### config.mk
export PLATFORM = sky130hd
export DESIGN_NAME = temp_sensor_two_point_calibration_core
export DESIGN_NICKNAME = d
export VERILOG_FILES = /design/src/rtl/tspc_pkg.sv /design/src/rtl/temp_sensor_two_point_calibration_core.sv /design/src/rtl/tspc_alu.sv /design/src/rtl/tspc_sat.sv
export SDC_FILE = /design/constraint.sdc
export NUM_CORES = 1
export LEC_CHECK = 0
export BUFFER_PORTS_ARGS = -buffer_cell sky130_fd_sc_hd__buf_2
export CORE_MARGIN = 1.5
export CORE_UTILIZATION = 58
export DETAILED_ROUTE_END_ITERATION = 8
export PLACE_DENSITY_LB_ADDON = 0.15
export SYNTH_ARGS = -nofsm -noshare
export SYNTH_HDL_FRONTEND = slang
export SYNTH_SLANG_ARGS = --single-unit
### constraint.sdc
create_clock -name i_clk -period 10.9 [get_ports i_clk]
set_input_delay 1.09 -clock i_clk [delete_from_list [all_inputs] [get_ports i_clk]]
set_output_delay 1.09 -clock i_clk [all_outputs]
set_load 0.02 [all_outputs]
### src/rtl/tspc_pkg.sv
// ----------------------------------------------------------------------------
// tspc_pkg
// shared widths, constants and types of the two-point temperature calibration
// ----------------------------------------------------------------------------
package tspc_pkg;

    localparam int SAMPLE_BITS = 10;
    localparam int CODE_BITS   = 10;
    localparam int DIFF_BITS   = 16;
    localparam int SPAN_BITS   = 23;
    localparam int CS_BITS     = 22;
    localparam int FS_BITS     = 23;
    localparam int OFF_BITS    = 36;
    localparam int ACC_BITS    = 40;
    localparam int OUT_BITS    = 18;
    localparam int FRAC_BITS   = 16;
    localparam int CNT_BITS    = 5;
    localparam int MPLR_BITS   = (SAMPLE_BITS > CODE_BITS) ? SAMPLE_BITS : CODE_BITS;

    localparam logic [SPAN_BITS-1:0] CEL_SPAN_Q16 = SPAN_BITS'(3604480);
    localparam logic [SPAN_BITS-1:0] FAH_SPAN_Q16 = SPAN_BITS'(6488064);

    localparam logic signed [ACC_BITS-1:0] CEL_AT30_Q16  = ACC_BITS'(1998848);
    localparam logic signed [ACC_BITS-1:0] FAH_AT30_Q16  = ACC_BITS'(5668864);
    localparam logic signed [ACC_BITS-1:0] KEL_SHIFT_Q16 = ACC_BITS'(17901158);

    localparam logic signed [ACC_BITS-1:0] SAT_HI = ACC_BITS'(2 ** (OUT_BITS - 1) - 1);
    localparam logic signed [ACC_BITS-1:0] SAT_LO = -ACC_BITS'(2 ** (OUT_BITS - 1));

    typedef enum logic [1:0] {
        CFG_CAL_PRESENT = 2'd0,
        CFG_CODE_AT_30C = 2'd1,
        CFG_CODE_AT_85C = 2'd2
    } t_cfg_idx;

    typedef struct packed {
        logic sub;
        logic en_b;
    } t_alu_ctl;

endpackage

### src/rtl/temp_sensor_two_point_calibration_core.sv
// ----------------------------------------------------------------------------
// temp_sensor_two_point_calibration_core
// raw sensor code to celsius, kelvin and fahrenheit by two-point calibration
// ----------------------------------------------------------------------------
//  channel   | direction | handshake            | payload
//  ----------+-----------+----------------------+----------------------------------
//  sample    | in        | i_valid / o_ready    | i_sample
//  result    | out       | o_valid / i_ready    | o_celsius o_kelvin o_fahrenheit
//            |           |                      | o_uncalibrated
//  config    | in        | i_cfg_we             | i_cfg_idx i_cfg_data
//
//  one transaction at a time through a shared add / subtract unit
//  cached scales: a sample runs the two scale multiplies and the kelvin add
//  first sample after a config write or reset first runs the two restoring
//  divides and the two offset multiplies to compute the scales and offsets,
//  or only zeroes them when calibration is absent or the code difference is zero
//  a result waits in the output register; the next transaction is accepted
//  meanwhile and holds in its last state until the output register is free
// ----------------------------------------------------------------------------
module temp_sensor_two_point_calibration_core
    import tspc_pkg::*;
(
    input  logic                       i_clk,
    input  logic                       i_rst_n,
    input  logic                       i_valid,
    output logic                       o_ready,
    input  logic [SAMPLE_BITS-1:0]     i_sample,
    output logic                       o_valid,
    input  logic                       i_ready,
    output logic signed [OUT_BITS-1:0] o_celsius,
    output logic signed [OUT_BITS-1:0] o_kelvin,
    output logic signed [OUT_BITS-1:0] o_fahrenheit,
    output logic                       o_uncalibrated,
    input  logic                       i_cfg_we,
    input  logic [1:0]                 i_cfg_idx,
    input  logic [CODE_BITS-1:0]       i_cfg_data
);

    typedef enum logic [9:0] {
        S_IDLE  = 10'b00_0000_0001,
        S_PREP  = 10'b00_0000_0010,
        S_DIVC  = 10'b00_0000_0100,
        S_DIVF  = 10'b00_0000_1000,
        S_OFFC  = 10'b00_0001_0000,
        S_OFFF  = 10'b00_0010_0000,
        S_MULC  = 10'b00_0100_0000,
        S_MULF  = 10'b00_1000_0000,
        S_KELV  = 10'b01_0000_0000,
        S_WRITE = 10'b10_0000_0000
    } t_state;

    t_state r_state, n_state;

    logic                 r_cur;
    logic                 r_cal;
    logic [CODE_BITS-1:0] r_code30;
    logic [CODE_BITS-1:0] r_code85;
    logic                 r_out_valid;

    logic [SAMPLE_BITS-1:0]     r_sample;
    logic [DIFF_BITS:0]         r_rem;
    logic [SPAN_BITS-1:0]       r_quo;
    logic signed [ACC_BITS-1:0] r_acc;
    logic [ACC_BITS-1:0]        r_mcand;
    logic [MPLR_BITS-1:0]       r_mplr;
    logic [CNT_BITS-1:0]        r_cnt;
    logic [CS_BITS-1:0]         r_cs;
    logic [FS_BITS-1:0]         r_fs;
    logic signed [OFF_BITS-1:0] r_co;
    logic signed [OFF_BITS-1:0] r_fo;
    logic signed [ACC_BITS-1:0] r_cel;
    logic signed [ACC_BITS-1:0] r_kel;
    logic signed [OUT_BITS-1:0] r_celsius;
    logic signed [OUT_BITS-1:0] r_kelvin;
    logic signed [OUT_BITS-1:0] r_fahrenheit;
    logic                       r_uncal_out;

    logic                       w_accept;
    logic                       w_load;
    logic                       w_last;
    logic                       w_uncal;
    logic [DIFF_BITS-1:0]       w_diff;
    logic                       w_div_bit;
    logic [DIFF_BITS:0]         w_rem_sh;
    logic [SPAN_BITS-1:0]       n_quo;
    logic signed [ACC_BITS-1:0] w_a;
    logic signed [ACC_BITS-1:0] w_b;
    t_alu_ctl                   w_ctl;
    logic signed [ACC_BITS-1:0] w_sum;
    logic                       w_neg;
    logic signed [OUT_BITS-1:0] w_sat_c;
    logic signed [OUT_BITS-1:0] w_sat_k;
    logic signed [OUT_BITS-1:0] w_sat_f;

    assign o_ready        = (r_state == S_IDLE);
    assign o_valid        = r_out_valid;
    assign o_celsius      = r_celsius;
    assign o_kelvin       = r_kelvin;
    assign o_fahrenheit   = r_fahrenheit;
    assign o_uncalibrated = r_uncal_out;

    assign w_accept  = i_valid && o_ready;
    assign w_load    = (r_state == S_WRITE) && (!r_out_valid || i_ready);
    assign w_last    = (r_cnt == '0);
    assign w_diff    = DIFF_BITS'(r_code85) - DIFF_BITS'(r_code30);
    assign w_uncal   = !r_cal || (r_code85 == r_code30);
    assign w_div_bit = (r_state == S_DIVC) ? CEL_SPAN_Q16[r_cnt] : FAH_SPAN_Q16[r_cnt];
    assign w_rem_sh  = {r_rem[DIFF_BITS-1:0], w_div_bit};
    assign n_quo     = {r_quo[SPAN_BITS-2:0], !w_neg};

    // shared unit operand select
    always_comb begin
        w_a   = r_acc;
        w_b   = $signed(r_mcand);
        w_ctl = '{sub: 1'b0, en_b: 1'b0};
        unique case (r_state)
            S_DIVC, S_DIVF: begin
                w_a   = $signed(ACC_BITS'(w_rem_sh));
                w_b   = $signed(ACC_BITS'(w_diff));
                w_ctl = '{sub: 1'b1, en_b: 1'b1};
            end
            S_OFFC, S_OFFF: begin
                w_ctl = '{sub: 1'b1, en_b: r_mplr[0]};
            end
            S_MULC, S_MULF: begin
                w_ctl = '{sub: 1'b0, en_b: r_mplr[0]};
            end
            S_KELV: begin
                w_a   = r_cel;
                w_b   = KEL_SHIFT_Q16;
                w_ctl = '{sub: 1'b0, en_b: 1'b1};
            end
            default: begin
                w_ctl = '{sub: 1'b0, en_b: 1'b0};
            end
        endcase
    end

    tspc_alu u_alu (
        .i_a   (w_a),
        .i_b   (w_b),
        .i_ctl (w_ctl),
        .o_sum (w_sum),
        .o_neg (w_neg)
    );

    tspc_sat u_sat_c (.i_val(r_cel), .o_val(w_sat_c));
    tspc_sat u_sat_k (.i_val(r_kel), .o_val(w_sat_k));
    tspc_sat u_sat_f (.i_val(r_acc), .o_val(w_sat_f));

    // sequencer
    always_comb begin
        n_state = r_state;
        unique case (r_state)
            S_IDLE: begin
                if (w_accept) n_state = S_PREP;
            end
            S_PREP: begin
                if (r_cur) begin
                    n_state = S_MULC;
                end else if (!w_uncal) begin
                    n_state = S_DIVC;
                end
            end
            S_DIVC: begin
                if (w_last) n_state = S_DIVF;
            end
            S_DIVF: begin
                if (w_last) n_state = S_OFFC;
            end
            S_OFFC: begin
                if (w_last) n_state = S_OFFF;
            end
            S_OFFF: begin
                if (w_last) n_state = S_PREP;
            end
            S_MULC: begin
                if (w_last) n_state = S_MULF;
            end
            S_MULF: begin
                if (w_last) n_state = S_KELV;
            end
            S_KELV: begin
                n_state = S_WRITE;
            end
            S_WRITE: begin
                if (w_load) n_state = S_IDLE;
            end
            default: begin
                n_state = S_IDLE;
            end
        endcase
    end

    // control state and configuration
    always_ff @(posedge i_clk) begin
        if (!i_rst_n) begin
            r_state     <= S_IDLE;
            r_cur       <= 1'b0;
            r_cal       <= 1'b0;
            r_code30    <= '0;
            r_code85    <= '0;
            r_out_valid <= 1'b0;
        end else begin
            r_state <= n_state;
            if (w_load) begin
                r_out_valid <= 1'b1;
            end else if (i_ready) begin
                r_out_valid <= 1'b0;
            end
            if ((r_state == S_PREP) && !r_cur && w_uncal) begin
                r_cur <= 1'b1;
            end
            if ((r_state == S_OFFF) && w_last) begin
                r_cur <= 1'b1;
            end
            if (i_cfg_we) begin
                case (i_cfg_idx)
                    CFG_CAL_PRESENT: begin
                        r_cal <= i_cfg_data[0];
                        r_cur <= 1'b0;
                    end
                    CFG_CODE_AT_30C: begin
                        r_code30 <= i_cfg_data;
                        r_cur    <= 1'b0;
                    end
                    CFG_CODE_AT_85C: begin
                        r_code85 <= i_cfg_data;
                        r_cur    <= 1'b0;
                    end
                    default: begin
                        r_cur <= r_cur;
                    end
                endcase
            end
        end
    end

    // datapath
    always_ff @(posedge i_clk) begin
        unique case (r_state)
            S_IDLE: begin
                if (w_accept) r_sample <= i_sample;
            end
            S_PREP: begin
                if (r_cur) begin
                    r_acc   <= ACC_BITS'(r_co);
                    r_mcand <= ACC_BITS'(r_cs);
                    r_mplr  <= MPLR_BITS'(r_sample);
                    r_cnt   <= CNT_BITS'(SAMPLE_BITS - 1);
                end else if (w_uncal) begin
                    r_cs <= '0;
                    r_fs <= '0;
                    r_co <= '0;
                    r_fo <= '0;
                end else begin
                    r_rem <= '0;
                    r_quo <= '0;
                    r_cnt <= CNT_BITS'(SPAN_BITS - 1);
                end
            end
            S_DIVC, S_DIVF: begin
                r_rem <= w_neg ? w_rem_sh : w_sum[DIFF_BITS:0];
                r_quo <= n_quo;
                r_cnt <= r_cnt - 1'b1;
                if (w_last) begin
                    r_rem <= '0;
                    r_quo <= '0;
                    if (r_state == S_DIVC) begin
                        r_cs  <= n_quo[CS_BITS-1:0];
                        r_cnt <= CNT_BITS'(SPAN_BITS - 1);
                    end else begin
                        r_fs    <= n_quo[FS_BITS-1:0];
                        r_acc   <= CEL_AT30_Q16;
                        r_mcand <= ACC_BITS'(r_cs);
                        r_mplr  <= MPLR_BITS'(r_code30);
                        r_cnt   <= CNT_BITS'(CODE_BITS - 1);
                    end
                end
            end
            S_OFFC, S_OFFF, S_MULC, S_MULF: begin
                r_acc   <= w_sum;
                r_mcand <= {r_mcand[ACC_BITS-2:0], 1'b0};
                r_mplr  <= r_mplr >> 1;
                r_cnt   <= r_cnt - 1'b1;
                if (w_last) begin
                    if (r_state == S_OFFC) begin
                        r_co    <= w_sum[OFF_BITS-1:0];
                        r_acc   <= FAH_AT30_Q16;
                        r_mcand <= ACC_BITS'(r_fs);
                        r_mplr  <= MPLR_BITS'(r_code30);
                        r_cnt   <= CNT_BITS'(CODE_BITS - 1);
                    end else if (r_state == S_OFFF) begin
                        r_fo <= w_sum[OFF_BITS-1:0];
                    end else if (r_state == S_MULC) begin
                        r_cel   <= w_sum;
                        r_acc   <= ACC_BITS'(r_fo);
                        r_mcand <= ACC_BITS'(r_fs);
                        r_mplr  <= MPLR_BITS'(r_sample);
                        r_cnt   <= CNT_BITS'(SAMPLE_BITS - 1);
                    end
                end
            end
            S_KELV: begin
                r_kel <= w_sum;
            end
            S_WRITE: begin
                if (w_load) begin
                    r_celsius    <= w_sat_c;
                    r_kelvin     <= w_sat_k;
                    r_fahrenheit <= w_sat_f;
                    r_uncal_out  <= w_uncal;
                end
            end
            default: begin
                r_cnt <= r_cnt;
            end
        endcase
    end

endmodule

### src/rtl/tspc_alu.sv
// ----------------------------------------------------------------------------
// tspc_alu
// shared add / subtract unit used by the divide and multiply sequences
// ----------------------------------------------------------------------------
module tspc_alu
    import tspc_pkg::*;
(
    input  logic signed [ACC_BITS-1:0] i_a,
    input  logic signed [ACC_BITS-1:0] i_b,
    input  t_alu_ctl                   i_ctl,
    output logic signed [ACC_BITS-1:0] o_sum,
    output logic                       o_neg
);

    logic signed [ACC_BITS-1:0] w_b;

    always_comb begin
        w_b = i_ctl.en_b ? i_b : '0;
        if (i_ctl.sub) begin
            o_sum = i_a - w_b;
        end else begin
            o_sum = i_a + w_b;
        end
        o_neg = o_sum[ACC_BITS-1];
    end

endmodule

### src/rtl/tspc_sat.sv
// ----------------------------------------------------------------------------
// tspc_sat
// floor of a signed 24.16 value to whole degrees, saturated to the result width
// ----------------------------------------------------------------------------
module tspc_sat
    import tspc_pkg::*;
(
    input  logic signed [ACC_BITS-1:0] i_val,
    output logic signed [OUT_BITS-1:0] o_val
);

    logic signed [ACC_BITS-1:0] w_int;

    always_comb begin
        w_int = i_val >>> FRAC_BITS;
        if (w_int > SAT_HI) begin
            o_val = {1'b0, {(OUT_BITS-1){1'b1}}};
        end else if (w_int < SAT_LO) begin
            o_val = {1'b1, {(OUT_BITS-1){1'b0}}};
        end else begin
            o_val = w_int[OUT_BITS-1:0];
        end
    end

endmodule
==> flow_summary.json <==
{
  "rsz0062_at_grt": "false",
  "avgSynthCellArea_um2": 11.5,
  "max_slew_margin": 0.223,
  "grt_pass1_wl_um": 83800,
  "postCtsSetupBuffers": 0,
  "status": "finished, final reports clean",
  "layout-drive-gt1-share": 0.120,
  "antenna_found_initial": 0,
  "grt_pass1_vias": 14503,
  "numCtsBuffers": 43,
  "cts_hold_buffers": 0,
  "start_util": 0.594,
  "grt_usage": 0.303,
  "syn-num-nets": 1871,
  "worst_ep_required_time_ps": 11220,
  "synthCells": 1790,
  "cts_root_buf": "clkbuf_16",
  "yosysWarnings": 0,
  "rows": 68,
  "syn_to_final_growth_pct": 11.1,
  "worst_ep_arrival_time_ps": 7630,
  "dieArea_mm2": 0.0368,
  "setup_viol": 0,
  "die_x_um": 192,
  "nNetsFinal": 1942,
  "synth.distinct_cells": 90,
  "cts_buffer_depth": 3,
  "p_leak_nw": 8.39,
  "drv_slew": 0,
  "port_buffers": 83,
  "r2r_end": "r_rem[3]",
  "finalHoldViolCount": 0,
  "wl_per_cell_um": 23.1,
  "min_from": "r_kel[39]",
  "cts.clk_slew.worst_paths_ps": 60,
  "finalCriticalPeriod_ps": 7310,
  "synth-seq-area-share": 0.585,
  "place_congestion": 0.984,
  "cts_max_level": 2,
  "insertion_delay_ps": 580,
  "vdd_ir_drop_max_mv": 0.148,
  "clock.fmax_mhz": 137,
  "synth_edf_count": 379,
  "fillers": 2638,
  "maxCapViolCount": 0,
  "gr-total-overflow": 0,
  "whs_path_depth": 0,
  "num_vias": 14804,
  "dpl.hpwl_um": 37400,
  "hp-class": "reg2reg",
  "rrSetupSlack_ps": 3590,
  "first_pass_iters": 6,
  "die_h_um": 192,
  "cts_tree": "yes",
  "synth_seq_cells": 414,
  "n_antenna_cell": 0,
  "synth_ff_type": "edfxtp_1",
  "place_ws_ps": 3730,
  "min_to": "o_kelvin[17]",
  "syn-cell-area_mm2": 0.0207,
  "r2r-start": "r_state[2]",
  "initialDrtViolationCount": 1418,
  "fin_tns_setup_ps": 0,
  "ff2ff_path_depth": 23,
  "via_per_inst": 6.30,
  "worst_pin_slew_ps": 1160,
  "numClockSinks": 414,
  "cp-start-kind": "register",
  "io_pins": 84,
  "postRouteAntennaNets": 0,
  "cts_resized": 0,
  "fin_ws_ps": 3590,
  "worstPathMaxFanout": 37,
  "skew_ps": 15.5,
  "power.density_mw_per_mm2": 158,
  "cp-end-kind": "register",
  "core_mm2": 0.0348,
  "drc_errors": 0,
  "wl_um": 54300,
  "grt_max_degree": 64,
  "period_share": 0.671,
  "worst-setup-path-type": "reg2reg",
  "async_reset_ff_frac": 0
}
==> power by group <==
group / internal (W) / total [W] / leakage (nW) / switching, W
clock network: 0.000823 / 0.00144 / 0.667 / 0.000616
registers: 0.00181 / 0.00184 / 3.72 / 0.0000378
logic: 0.000116 / 0.000345 / 4.01 / 0.000230
==> how the worst max path moves through the flow <==
stage,from,to,slack (ps),depth (start not counted)
2_1_floorplan,r_state[2],r_acc[0],2690,8
3_3_place_gp,r_state[2],r_rem[11],3830,23
3_5_place_dp,r_state[2],r_rem[3],3730,23
4_1_cts,r_state[2],r_rem[3],3650,23
5_1_grt,r_state[2],r_rem[15],3040,23
6_report,r_state[2],r_rem[3],3590,23
==> synth_stat cells, drive strengths merged (14+ instances only) <==
library cell	count	share of area
edfxtp	379	0.55
a21oi	95	0.024
nand4	17	0.0051
nand3	29	0.0073
xor2	33	0.014
ha	52	0.031
nand2	186	0.034
a22oi	45	0.017
inv	45	0.0082
buf	19	0.0064
nor2b	32	0.0097
clkbuf	71	0.013
and2	62	0.019
nor2	146	0.027
o21ai	90	0.022
xnor2	29	0.013
nor4	16	0.0059
a21o	29	0.011
and3	29	0.0088
mux2i	66	0.032
o21a	59	0.021
nor3	28	0.0075
a22o	28	0.012
nand2b	14	0.0042
dfxtp	35	0.034
==> flip-flops by register name, summed over array words and instances, names as in the netlist, 22 cells and up, named ones only <==
register,count
r_co,36
r_fs,23
r_kel,24
r_mcand,40
r_fo,36
r_quo,22
r_acc,40
r_cel,40
r_cs,22
==> per-stage QoR <==
| stage | area, µm² | total power, W | cells | hold WS, ps | util |
|---|---|---|---|---|---|
| final | 23000 | 0.00363 | 2350 | 488 | 0.660 |
| after global routing | 23000 | 0.00375 | 2350 | 492 | 0.660 |
| after CTS | 23000 | 0.00365 | 2350 | 489 | 0.660 |
| after detailed placement | 21600 | 0.00222 | 2271 | 460 | 0.620 |
| after global placement | 21600 | 0.00221 | 2271 | 455 | 0.620 |
| after floorplan | 20700 | 0.00210 | 1790 | 483 | - |
==> kinds of logic (layout without fill, tap and decap cells) <==
logic type	Yosys count	in the layout	synth area share
DFF	414	414	0.585
AOI/OAI and AO/OA	459	459	0.152
and+or+nand+nor	597	597	0.143
muxes	68	68	0.0331
buffers and inverters	136	241	0.0277
xor gates and xnor gates	62	62	0.0266
adders and majority gates	54	54	0.0334
==> cells in the final DEF, fill, tap and decap left out, types with 7 or more instances in the layout <==
master,count
nand2_1,184
buf_4,33
and3_1,29
nor2_1,136
dfxtp_1,35
inv_1,44
o21a_1,59
a21oi_1,91
nor2b_1,31
buf_2,83
mux2i_1,66
nand2b_1,14
o211ai_1,12
o21ai_1,18
nand4_1,17
xor2_1,33
edfxtp_1,379
o21ai_0,69
a22oi_1,44
nor3_1,24
or4_1,7
a211oi_1,12
o31ai_1,7
clkinv_2,9
a21o_1,29
and2_1,62
a22o_1,28
clkbuf_16,44
xnor2_1,27
a31oi_1,12
ha_1,52
clkbuf_1,10
nand3_1,28
nor4_1,13
==> critical path: stages (launching register included) <==
cell and delay [ps]:
dfxtp_1 440, nor3_1 290, nand3b_1 490, nor3_4 600, buf_4 450, a221oi_1 190
ha_1 310, and4b_1 270, nand3_2 180, nor2_1 130, o21ai_2 350, o311ai_1 200
ha_1 420, a21o_1 230, a21o_1 180, a21oi_1 210, nand2_1 130, a2111oi_0 650
a211o_1 240, o21ai_1 120, xnor2_2 240, buf_4 380, mux2i_1 250, nor2_1 60
==> per-layer routing <==
layer | part of all wire | wire (µm) | GRT usage | vias up
li1 | - | - | - | 6862
met1 | 0.40 | 21900 | 0.382 | 7253
met2 | 0.50 | 27100 | 0.522 | 583
met3 | 0.064 | 3460 | 0.0517 | 106
met4 | 0.034 | 1850 | 0.115 | 0
met5 | 0 | 0 | 0 | -
==> cell type report <==
cell class | instances | area (µm²) | share of cell area
clock inverters | 24 | 219 | 0.00954
flip-flops and latches | 414 | 12100 | 0.526
well taps | 455 | 569 | 0.0248
repair buffers | 116 | 663 | 0.0289
inverters | 46 | 173 | 0.00752
multi-input cells | 1240 | 8100 | 0.353
clock buffers | 55 | 1150 | 0.0502
(Power assumes the default switching activity.)
